## config.mk

```make
export PLATFORM = sky130hd
export DESIGN_NAME = hpe_ctrl
export DESIGN_NICKNAME = d
export VERILOG_FILES = /design/src/rtl/hahn_polynomial_evaluator_unit_defines.svh /design/src/rtl/hpe_pkg.sv /design/src/rtl/hpe_ctrl.sv
export SDC_FILE = /design/constraint.sdc
export NUM_CORES = 1
export LEC_CHECK = 0
export BUFFER_PORTS_ARGS = -buffer_cell sky130_fd_sc_hd__buf_4
export CAP_MARGIN = 0
export CORE_AREA = 2 2 91 93
export DETAILED_ROUTE_END_ITERATION = 8
export DIE_AREA = 0 0 93 95
export SLEW_MARGIN = 10
export SYNTH_ARGS = -nofsm -noshare
export SYNTH_HDL_FRONTEND = slang
export SYNTH_SLANG_ARGS = --single-unit
```

## constraint.sdc

```tcl
create_clock -name clk -period 3.71 [get_ports clk]
set_input_delay 0.5565 -clock clk [delete_from_list [all_inputs] [get_ports clk]]
set_output_delay 0.5565 -clock clk [all_outputs]
set_load 0.05 [all_outputs]
```

## src/rtl/hahn_polynomial_evaluator_unit_defines.svh

```systemverilog
// ---------------------------------------------------------------------------
// Hahn polynomial evaluator: assertion macros
// Concurrent checks that compile away when SYNTHESIS is defined.
// ---------------------------------------------------------------------------
`ifndef HAHN_POLYNOMIAL_EVALUATOR_UNIT_DEFINES_SVH
`define HAHN_POLYNOMIAL_EVALUATOR_UNIT_DEFINES_SVH

`ifndef SYNTHESIS
// Same-cycle implication, disabled in reset
`define HPE_ASSERT_IMP(label, clk, rst, ante, cons) \
  label: assert property (@(posedge clk) disable iff (rst) (ante) |-> (cons)) \
    else $error("hpe assertion failed");
// Next-cycle implication, disabled in reset
`define HPE_ASSERT_NXT(label, clk, rst, ante, cons) \
  label: assert property (@(posedge clk) disable iff (rst) (ante) |=> (cons)) \
    else $error("hpe assertion failed");
`else
`define HPE_ASSERT_IMP(label, clk, rst, ante, cons)
`define HPE_ASSERT_NXT(label, clk, rst, ante, cons)
`endif

`endif

```

## src/rtl/hpe_pkg.sv

```systemverilog
// ---------------------------------------------------------------------------
// hpe_pkg
// Types, constants, microprogram and arithmetic helpers of the Hahn
// polynomial evaluator.
// ---------------------------------------------------------------------------
package hpe_pkg;

  localparam int DEF_MAX_ORDER = 15;
  localparam int PC_W = 6;

  localparam logic [63:0] ONE_Q   = 64'h0000_0001_0000_0000;
  localparam logic [63:0] TWO_Q   = 64'h0000_0002_0000_0000;
  localparam logic [63:0] THREE_Q = 64'h0000_0003_0000_0000;
  localparam logic [63:0] FOUR_Q  = 64'h0000_0004_0000_0000;
  localparam logic [63:0] QMAX    = 64'h7FFF_FFFF_FFFF_FFFF;
  localparam logic [63:0] QMIN    = 64'h8000_0000_0000_0000;

  // Configuration register indexes
  localparam logic [1:0] CFG_ALPHA = 2'd0;
  localparam logic [1:0] CFG_BETA  = 2'd1;
  localparam logic [1:0] CFG_POPN  = 2'd2;

  // Result status codes
  localparam logic [1:0] ST_OK   = 2'd0;
  localparam logic [1:0] ST_DIV0 = 2'd1;
  localparam logic [1:0] ST_SAT  = 2'd2;

  typedef enum logic [1:0] {OP_ADD, OP_SUB, OP_MUL, OP_DIV} hpe_op_t;

  typedef enum logic [2:0] {
    S_IDLE, S_READ, S_START, S_WAIT, S_RDOUT, S_DONE
  } hpe_state_t;

  // Scratch slots
  localparam logic [3:0] R_S    = 4'd0;
  localparam logic [3:0] R_AP1  = 4'd1;
  localparam logic [3:0] R_D1   = 4'd2;
  localparam logic [3:0] R_T    = 4'd3;
  localparam logic [3:0] R_PREV = 4'd4;
  localparam logic [3:0] R_S3   = 4'd5;
  localparam logic [3:0] R_W    = 4'd6;
  localparam logic [3:0] R_D2   = 4'd7;
  localparam logic [3:0] R_XX   = 4'd8;
  localparam logic [3:0] R_CUR  = 4'd9;
  localparam logic [3:0] R_SM   = 4'd10;
  localparam logic [3:0] R_TM   = 4'd11;
  localparam logic [3:0] R_AN   = 4'd12;
  localparam logic [3:0] R_AD   = 4'd13;
  localparam logic [3:0] R_CN   = 4'd14;
  localparam logic [3:0] R_CD   = 4'd15;

  // Operand sources: bit 4 clear selects a scratch slot
  localparam logic [4:0] SRC_X     = 5'h10;
  localparam logic [4:0] SRC_A     = 5'h11;
  localparam logic [4:0] SRC_B     = 5'h12;
  localparam logic [4:0] SRC_NQ    = 5'h13;
  localparam logic [4:0] SRC_MQ    = 5'h14;
  localparam logic [4:0] SRC_ZERO  = 5'h15;
  localparam logic [4:0] SRC_ONE   = 5'h16;
  localparam logic [4:0] SRC_TWO   = 5'h17;
  localparam logic [4:0] SRC_THREE = 5'h18;
  localparam logic [4:0] SRC_FOUR  = 5'h19;

  // Program landmarks
  localparam logic [PC_W-1:0] PC_N1_EXIT   = 6'd6;
  localparam logic [PC_W-1:0] PC_P_END     = 6'd23;
  localparam logic [PC_W-1:0] PC_COPY_PREV = 6'd24;
  localparam logic [PC_W-1:0] PC_LOAD_ONE  = 6'd25;
  localparam logic [PC_W-1:0] PC_LOOP      = 6'd26;
  localparam logic [PC_W-1:0] PC_LOOP_END  = 6'd53;

  typedef struct packed {
    hpe_op_t    op;
    logic [3:0] dst;
    logic [4:0] src_a;
    logic [4:0] src_b;
  } hpe_uop_t;

  typedef struct packed {
    logic       load;
    logic       start;
    hpe_op_t    op;
    logic [4:0] src_a;
    logic [4:0] src_b;
    logic       wr;
    logic [3:0] dst;
    logic       capture;
  } hpe_cmd_t;

  typedef struct packed {
    logic done;
    logic out_free;
  } hpe_stat_t;

  function automatic logic [4:0] rs(input logic [3:0] slot);
    return {1'b0, slot};
  endfunction

  function automatic hpe_uop_t mk(input hpe_op_t op, input logic [3:0] dst,
                                  input logic [4:0] a, input logic [4:0] b);
    hpe_uop_t u;
    u.op = op;
    u.dst = dst;
    u.src_a = a;
    u.src_b = b;
    return u;
  endfunction

  // Microprogram: closed forms, order selection copies, recurrence body
  function automatic hpe_uop_t prog_rom(input logic [PC_W-1:0] pc);
    hpe_uop_t u;
    case (pc)
      6'd0:  u = mk(OP_ADD, R_S,    SRC_A,      SRC_B);
      6'd1:  u = mk(OP_ADD, R_AP1,  SRC_A,      SRC_ONE);
      6'd2:  u = mk(OP_MUL, R_D1,   SRC_NQ,     rs(R_AP1));
      6'd3:  u = mk(OP_ADD, R_T,    rs(R_S),    SRC_TWO);
      6'd4:  u = mk(OP_DIV, R_T,    rs(R_T),    rs(R_D1));
      6'd5:  u = mk(OP_MUL, R_T,    rs(R_T),    SRC_X);
      6'd6:  u = mk(OP_SUB, R_PREV, SRC_ONE,    rs(R_T));
      6'd7:  u = mk(OP_ADD, R_S3,   rs(R_S),    SRC_THREE);
      6'd8:  u = mk(OP_DIV, R_W,    rs(R_S3),   rs(R_D1));
      6'd9:  u = mk(OP_ADD, R_W,    rs(R_W),    rs(R_W));
      6'd10: u = mk(OP_MUL, R_W,    rs(R_W),    SRC_X);
      6'd11: u = mk(OP_ADD, R_D2,   SRC_A,      SRC_TWO);
      6'd12: u = mk(OP_MUL, R_D2,   rs(R_AP1),  rs(R_D2));
      6'd13: u = mk(OP_MUL, R_D2,   rs(R_D2),   SRC_NQ);
      6'd14: u = mk(OP_SUB, R_T,    SRC_NQ,     SRC_ONE);
      6'd15: u = mk(OP_MUL, R_D2,   rs(R_D2),   rs(R_T));
      6'd16: u = mk(OP_ADD, R_T,    rs(R_S),    SRC_FOUR);
      6'd17: u = mk(OP_MUL, R_T,    rs(R_S3),   rs(R_T));
      6'd18: u = mk(OP_DIV, R_T,    rs(R_T),    rs(R_D2));
      6'd19: u = mk(OP_SUB, R_XX,   SRC_X,      SRC_ONE);
      6'd20: u = mk(OP_MUL, R_XX,   SRC_X,      rs(R_XX));
      6'd21: u = mk(OP_MUL, R_T,    rs(R_T),    rs(R_XX));
      6'd22: u = mk(OP_SUB, R_W,    SRC_ONE,    rs(R_W));
      6'd23: u = mk(OP_ADD, R_CUR,  rs(R_W),    rs(R_T));
      6'd24: u = mk(OP_ADD, R_CUR,  rs(R_PREV), SRC_ZERO);
      6'd25: u = mk(OP_ADD, R_CUR,  SRC_ONE,    SRC_ZERO);
      6'd26: u = mk(OP_ADD, R_SM,   rs(R_S),    SRC_MQ);
      6'd27: u = mk(OP_ADD, R_TM,   rs(R_SM),   SRC_MQ);
      6'd28: u = mk(OP_ADD, R_AN,   rs(R_SM),   SRC_ONE);
      6'd29: u = mk(OP_ADD, R_AD,   SRC_A,      SRC_MQ);
      6'd30: u = mk(OP_ADD, R_AD,   rs(R_AD),   SRC_ONE);
      6'd31: u = mk(OP_MUL, R_AN,   rs(R_AN),   rs(R_AD));
      6'd32: u = mk(OP_SUB, R_AD,   SRC_NQ,     SRC_MQ);
      6'd33: u = mk(OP_MUL, R_AN,   rs(R_AN),   rs(R_AD));
      6'd34: u = mk(OP_ADD, R_AD,   rs(R_TM),   SRC_ONE);
      6'd35: u = mk(OP_ADD, R_CN,   rs(R_TM),   SRC_TWO);
      6'd36: u = mk(OP_MUL, R_AD,   rs(R_AD),   rs(R_CN));
      6'd37: u = mk(OP_ADD, R_CN,   rs(R_SM),   SRC_NQ);
      6'd38: u = mk(OP_ADD, R_CN,   rs(R_CN),   SRC_ONE);
      6'd39: u = mk(OP_MUL, R_CN,   SRC_MQ,     rs(R_CN));
      6'd40: u = mk(OP_ADD, R_CD,   SRC_MQ,     SRC_B);
      6'd41: u = mk(OP_MUL, R_CN,   rs(R_CN),   rs(R_CD));
      6'd42: u = mk(OP_ADD, R_CD,   rs(R_TM),   SRC_ONE);
      6'd43: u = mk(OP_MUL, R_CD,   rs(R_TM),   rs(R_CD));
      6'd44: u = mk(OP_DIV, R_AN,   rs(R_AN),   rs(R_AD));
      6'd45: u = mk(OP_DIV, R_CN,   rs(R_CN),   rs(R_CD));
      6'd46: u = mk(OP_ADD, R_AD,   rs(R_AN),   rs(R_CN));
      6'd47: u = mk(OP_SUB, R_AD,   rs(R_AD),   SRC_X);
      6'd48: u = mk(OP_MUL, R_AD,   rs(R_AD),   rs(R_CUR));
      6'd49: u = mk(OP_MUL, R_CD,   rs(R_CN),   rs(R_PREV));
      6'd50: u = mk(OP_SUB, R_AD,   rs(R_AD),   rs(R_CD));
      6'd51: u = mk(OP_DIV, R_AD,   rs(R_AD),   rs(R_AN));
      6'd52: u = mk(OP_ADD, R_PREV, rs(R_CUR),  SRC_ZERO);
      6'd53: u = mk(OP_ADD, R_CUR,  rs(R_AD),   SRC_ZERO);
      default: u = mk(OP_ADD, R_CUR, SRC_ZERO,  SRC_ZERO);
    endcase
    return u;
  endfunction

  function automatic logic [63:0] magn(input logic [63:0] v);
    return v[63] ? (64'd0 - v) : v;
  endfunction

  // Clamp a sign and magnitude to the signed 64-bit range; bit 64 flags clamping
  function automatic logic [64:0] sat_signed(input logic neg, input logic [63:0] mag,
                                             input logic over);
    logic [64:0] r;
    if (neg) begin
      if (over || (mag > QMIN)) r = {1'b1, QMIN};
      else r = {1'b0, 64'd0 - mag};
    end else begin
      if (over || mag[63]) r = {1'b1, QMAX};
      else r = {1'b0, mag};
    end
    return r;
  endfunction

endpackage

```

## src/rtl/hpe_ctrl.sv

```systemverilog
// ---------------------------------------------------------------------------
// hpe_ctrl
// Sequencer: steps the microprogram, picks the closed form or recurrence
// path by order, and hands the result to the output register.
// ---------------------------------------------------------------------------
module hpe_ctrl import hpe_pkg::*; #(
  parameter int MAX_ORDER = DEF_MAX_ORDER,
  localparam int ORD_W = $clog2(MAX_ORDER + 1)
) (
  input  logic             clk,
  input  logic             rst,
  input  logic             in_valid,
  output logic             in_ready,
  input  logic [3:0]       in_order,
  output hpe_cmd_t         cmd,
  output logic [ORD_W-1:0] m,
  input  hpe_stat_t        stat
);

  hpe_state_t       state, state_next;
  logic [PC_W-1:0]  pc, pc_next;
  logic [ORD_W-1:0] ord, ord_next;
  logic [ORD_W-1:0] m_next;
  hpe_uop_t         uop;

  assign uop = prog_rom(pc);

  // State and sequencing registers
  always_ff @(posedge clk) begin
    if (rst) begin
      state <= S_IDLE;
      pc <= '0;
      ord <= '0;
      m <= '0;
    end else begin
      state <= state_next;
      pc <= pc_next;
      ord <= ord_next;
      m <= m_next;
    end
  end

  // Next state and program counter
  always_comb begin
    state_next = state;
    pc_next = pc;
    ord_next = ord;
    m_next = m;
    unique case (state)
      S_IDLE: begin
        if (in_valid) begin
          if (int'(in_order) > MAX_ORDER) ord_next = ORD_W'(MAX_ORDER);
          else ord_next = ORD_W'(in_order);
          pc_next = (in_order == 4'd0) ? PC_LOAD_ONE : '0;
          state_next = S_READ;
        end
      end
      S_READ:  state_next = S_START;
      S_START: state_next = S_WAIT;
      S_WAIT: begin
        if (stat.done) begin
          state_next = S_READ;
          unique case (pc)
            PC_N1_EXIT: begin
              pc_next = (ord == ORD_W'(1)) ? PC_COPY_PREV : pc + 1'b1;
            end
            PC_P_END: begin
              if (ord == ORD_W'(2)) begin
                state_next = S_RDOUT;
              end else begin
                m_next = ORD_W'(2);
                pc_next = PC_LOOP;
              end
            end
            PC_COPY_PREV, PC_LOAD_ONE: state_next = S_RDOUT;
            PC_LOOP_END: begin
              if ((m + ORD_W'(1)) == ord) begin
                state_next = S_RDOUT;
              end else begin
                m_next = m + ORD_W'(1);
                pc_next = PC_LOOP;
              end
            end
            default: pc_next = pc + 1'b1;
          endcase
        end
      end
      S_RDOUT: state_next = S_DONE;
      S_DONE: begin
        if (stat.out_free) state_next = S_IDLE;
      end
      default: state_next = S_IDLE;
    endcase
  end

  // Datapath commands
  always_comb begin
    in_ready = (state == S_IDLE);
    cmd.load = (state == S_IDLE) && in_valid;
    cmd.start = (state == S_START);
    cmd.op = uop.op;
    cmd.src_a = ((state == S_RDOUT) || (state == S_DONE)) ? rs(R_CUR) : uop.src_a;
    cmd.src_b = uop.src_b;
    cmd.wr = (state == S_WAIT) && stat.done;
    cmd.dst = uop.dst;
    cmd.capture = (state == S_DONE) && stat.out_free;
  end

endmodule

```

==> flow_summary_export.csv <==
group,metric,value,unit
timing,rsz0062_at_grt,"false",
detailed_routing,met1Wirelength,4.47,mm
detailed_routing,wl,10.3,mm
power,powerDensity,333,nW/um^2
yosys,synth_area,3040,um^2
finish,diodes,0,
grt,grt_pass1_wl,16.0,mm
yosys,synth-edff-count,0,
cts,clkSinkCount,33,
floorplan,row_count,33,
finish,synthToLayoutAreaGrowth,20.1,%
worst_setup_path,crit_top_cell,"nand2_1",
power,ir_drop,0.115,mV
cts,numCtsBuffers,5,
finish,final_cells,560,
yosys,ys_warn_count,0,
yosys,synth_top_area_share,0.217,
timing,relSlewSlack,0.515,
worst_setup_path,worst_setup_path_end_kind,"flop",
detailed_routing,wire_per_inst,18.4,um
cts,tritoncts,"built",
worst_setup_path,crit_buf_inv,2,
worst_setup_path,cp.arrival,3.82,ns
worst_setup_path,crit_slowest_cell,"o41ai_1",
finish,nNetsFinal,480,
worst_setup_path,critPathKind,"flop to flop",
placed_design,hpwl,7.54,mm
grt,grt_max_degree,22,
cts,root_buffer,"clkbuf_8",
timing,whs,0.478,ns
yosys,synth_commonest_cells,"nand2_1, nor2_1, a21oi_1",
yosys,syn_area_per_cell,7.37,um^2
grt,grt-ovfl-total,0,
timing,setup_viol,0,
power,p_leak,1.57,nW
floorplan,initial_utilization,0.384,
timing,worst_slew_pin_slew,0.718,ns
flow_run,drv_cap,0,
worst_setup_path,cpPeakStageDelay,0.68,ns
power,power,1.22,mW
detailed_routing,highest_layer,"met4",
placed_design,place.gp.congestion,1.01,
floorplan,die_y,95,um
cts,clk_latency,0.30,ns
min_path,hp-class,"primary input to flop",
floorplan,core-area,7930,um^2
finish,drive_above_1_share,0.229,
timing,tns,0,ns
yosys,ys_ff_latch,33,
cts,htreeDepth,2,
worst_setup_path,cp_top_family,"simple AND/OR/NAND/NOR gates",
cts,clockBufferDepth,2,
detailed_routing,wl_met2,4.31,mm
timing,slew_viol_final,0,
detailed_routing,vias,3509,
yosys,yosysSeqAreaShare,0.217,
cts,clk_pin_slew_worst_paths,0.08,ns
yosys,synthTopCellsByArea,"dfxtp_1, ha_1, a21oi_1, nand2_1, o21ai_0",
grt,grtUsageTotal,0.230,
detailed_routing,firstDrtPassIters,6,
finish,num-fill-cells,813,
detailed_routing,drt_iter0_markers,519,
yosys,synth-main-ff-cell,"dfxtp_1",
yosys,syn_inst,413,
worst_setup_path,crit_required,3.88,ns
yosys,syn-num-nets,439,
detailed_routing,drc,0,
outcome,status,"completed",
floorplan,dieArea,8840,um^2
timing,layout_min_cycle_time,3.65,ns
yosys,synth_top_area_cell,"dfxtp_1",
yosys,yosysMostFrequentCell,"nand2_1",
floorplan,die_x,93,um
timing,clock_skew,0.00951,ns
detailed_routing,vias_per_cell,6.27,
yosys,async_flop_share,0,
worst_setup_path,cp-start-kind,"flop",
timing,finalHoldViolCount,0,
grt,antenna_found_initial,0,
grt,grt_pass1_vias,3103,
detailed_routing,ant_nets,0,
worst_setup_path,path_cells,"inv_1 > ha_1 > nor2_1 > nor4b_4 > o31ai_4 > buf_4 > nand2_1 > o41ai_1 > nand2_1 > nand2_1 > a21oi_1 > or4_1",
yosys,synth_cell_type_count,71,
placed_design,portBuffers,33,
detailed_routing,met3_length,1.14,mm
timing,finalCritPeriodShare,0.983,
floorplan,ioPinCount,34,
placed_design,dp.cells,550,
cts,cts_hold_buf,0,
timing,max_freq,0.274,GHz
worst_setup_path,path_max_fanout,8,
## cell usage in the layout (no fill, tap or decap), drive strengths merged, types with 5 or more instances in the layout
master | netlist | routed
buf | 26 | 71
nand2 | 48 | 48
nor2 | 37 | 37
a21oi | 36 | 36
dfxtp | 33 | 33
o21ai | 30 | 30
ha | 17 | 17
inv | 17 | 17
nor3 | 14 | 14
o211ai | 13 | 13
nand3 | 10 | 10
a31oi | 8 | 8
a211oi | 8 | 8
nand2b | 7 | 7
clkbuf | 11 | 7
nand3b | 6 | 6
and2 | 5 | 5
and3 | 5 | 5
xnor2 | 5 | 5
o22ai | 5 | 5
## what timing repair did
item / 4_1_cts / 5_1_grt
setup endpoints to repair: 1 / 5
buffers inserted: 0 / 2
endpoints found under the hold margin: 0 / 0
gates resized for setup: 1 / 5
pin swaps: 0 / 2
cloned: 0 / 0
## final timing paths
check               start       end  slack, ns  depth (start not counted)
setup / recovery    pc[0]   uop[15]       0.06                         12
hold / removal    stat[1]  state[1]       0.48                          2
setup reg to reg    pc[0]   uop[15]       0.06                         12
hold reg to reg    ord[1]    ord[1]       0.52                          2
## per-layer routing
layer / global-route usage / vias to the layer above
li1: - / 1603
met1: 0.325 / 1597
met2: 0.345 / 259
met3: 0.0447 / 50
met4: 0.0882 / 0
met5: 0 / -
## worst reg2reg max path: cells and delay by family (launching register included)
kind	cells	cell delay (ns)
simple gates	6	1.52
compound gates	3	1.00
flops	1	0.45
buf+inv	2	0.33
fa+ha+maj	1	0.21
## power breakdown
| part | leakage (nW) | switching (mW) | internal [mW] |
|---|---|---|---|
| sequential | 0.271 | 0.0173 | 0.382 |
| combinational | 1.24 | 0.293 | 0.162 |
| clock | 0.0585 | 0.144 | 0.219 |
## state kept, by name (all words and copies together) (netlist names)
name / flops
ord: 4
state: 3
uop: 16
pc: 6
m: 4
## metrics by stage
stage	utilization	cell area [um^2]	setup WS (ns)
3_3_place_gp	0.441	3500	0.222
4_1_cts	0.457	3620	0.0814
5_1_grt	0.461	3660	0.00256
2_1_floorplan	-	3060	0.108
3_5_place_dp	0.441	3500	0.0604
6_report	0.461	3660	0.0619
## layout make-up
type	count	area (um^2)	area share
clock buffer	7	86.3	0.0236
clock inverter	1	30.0	0.00821
inverter	19	83.8	0.0229
multi-input combinational	324	2130	0.582
sequential	33	664	0.182
tap	105	131	0.0359
timing repair buffer	71	533	0.146
## kinds of logic after synthesis
| kind of cell | synth area share |
|---|---|
| fa+ha+maj | 0.0699 |
| mux | 0.0169 |
| flops | 0.217 |
| simple gates | 0.261 |
| compound gates | 0.314 |
| buf+inv | 0.0970 |
| xor+xnor | 0.0251 |
(Power assumes the default switching activity.)
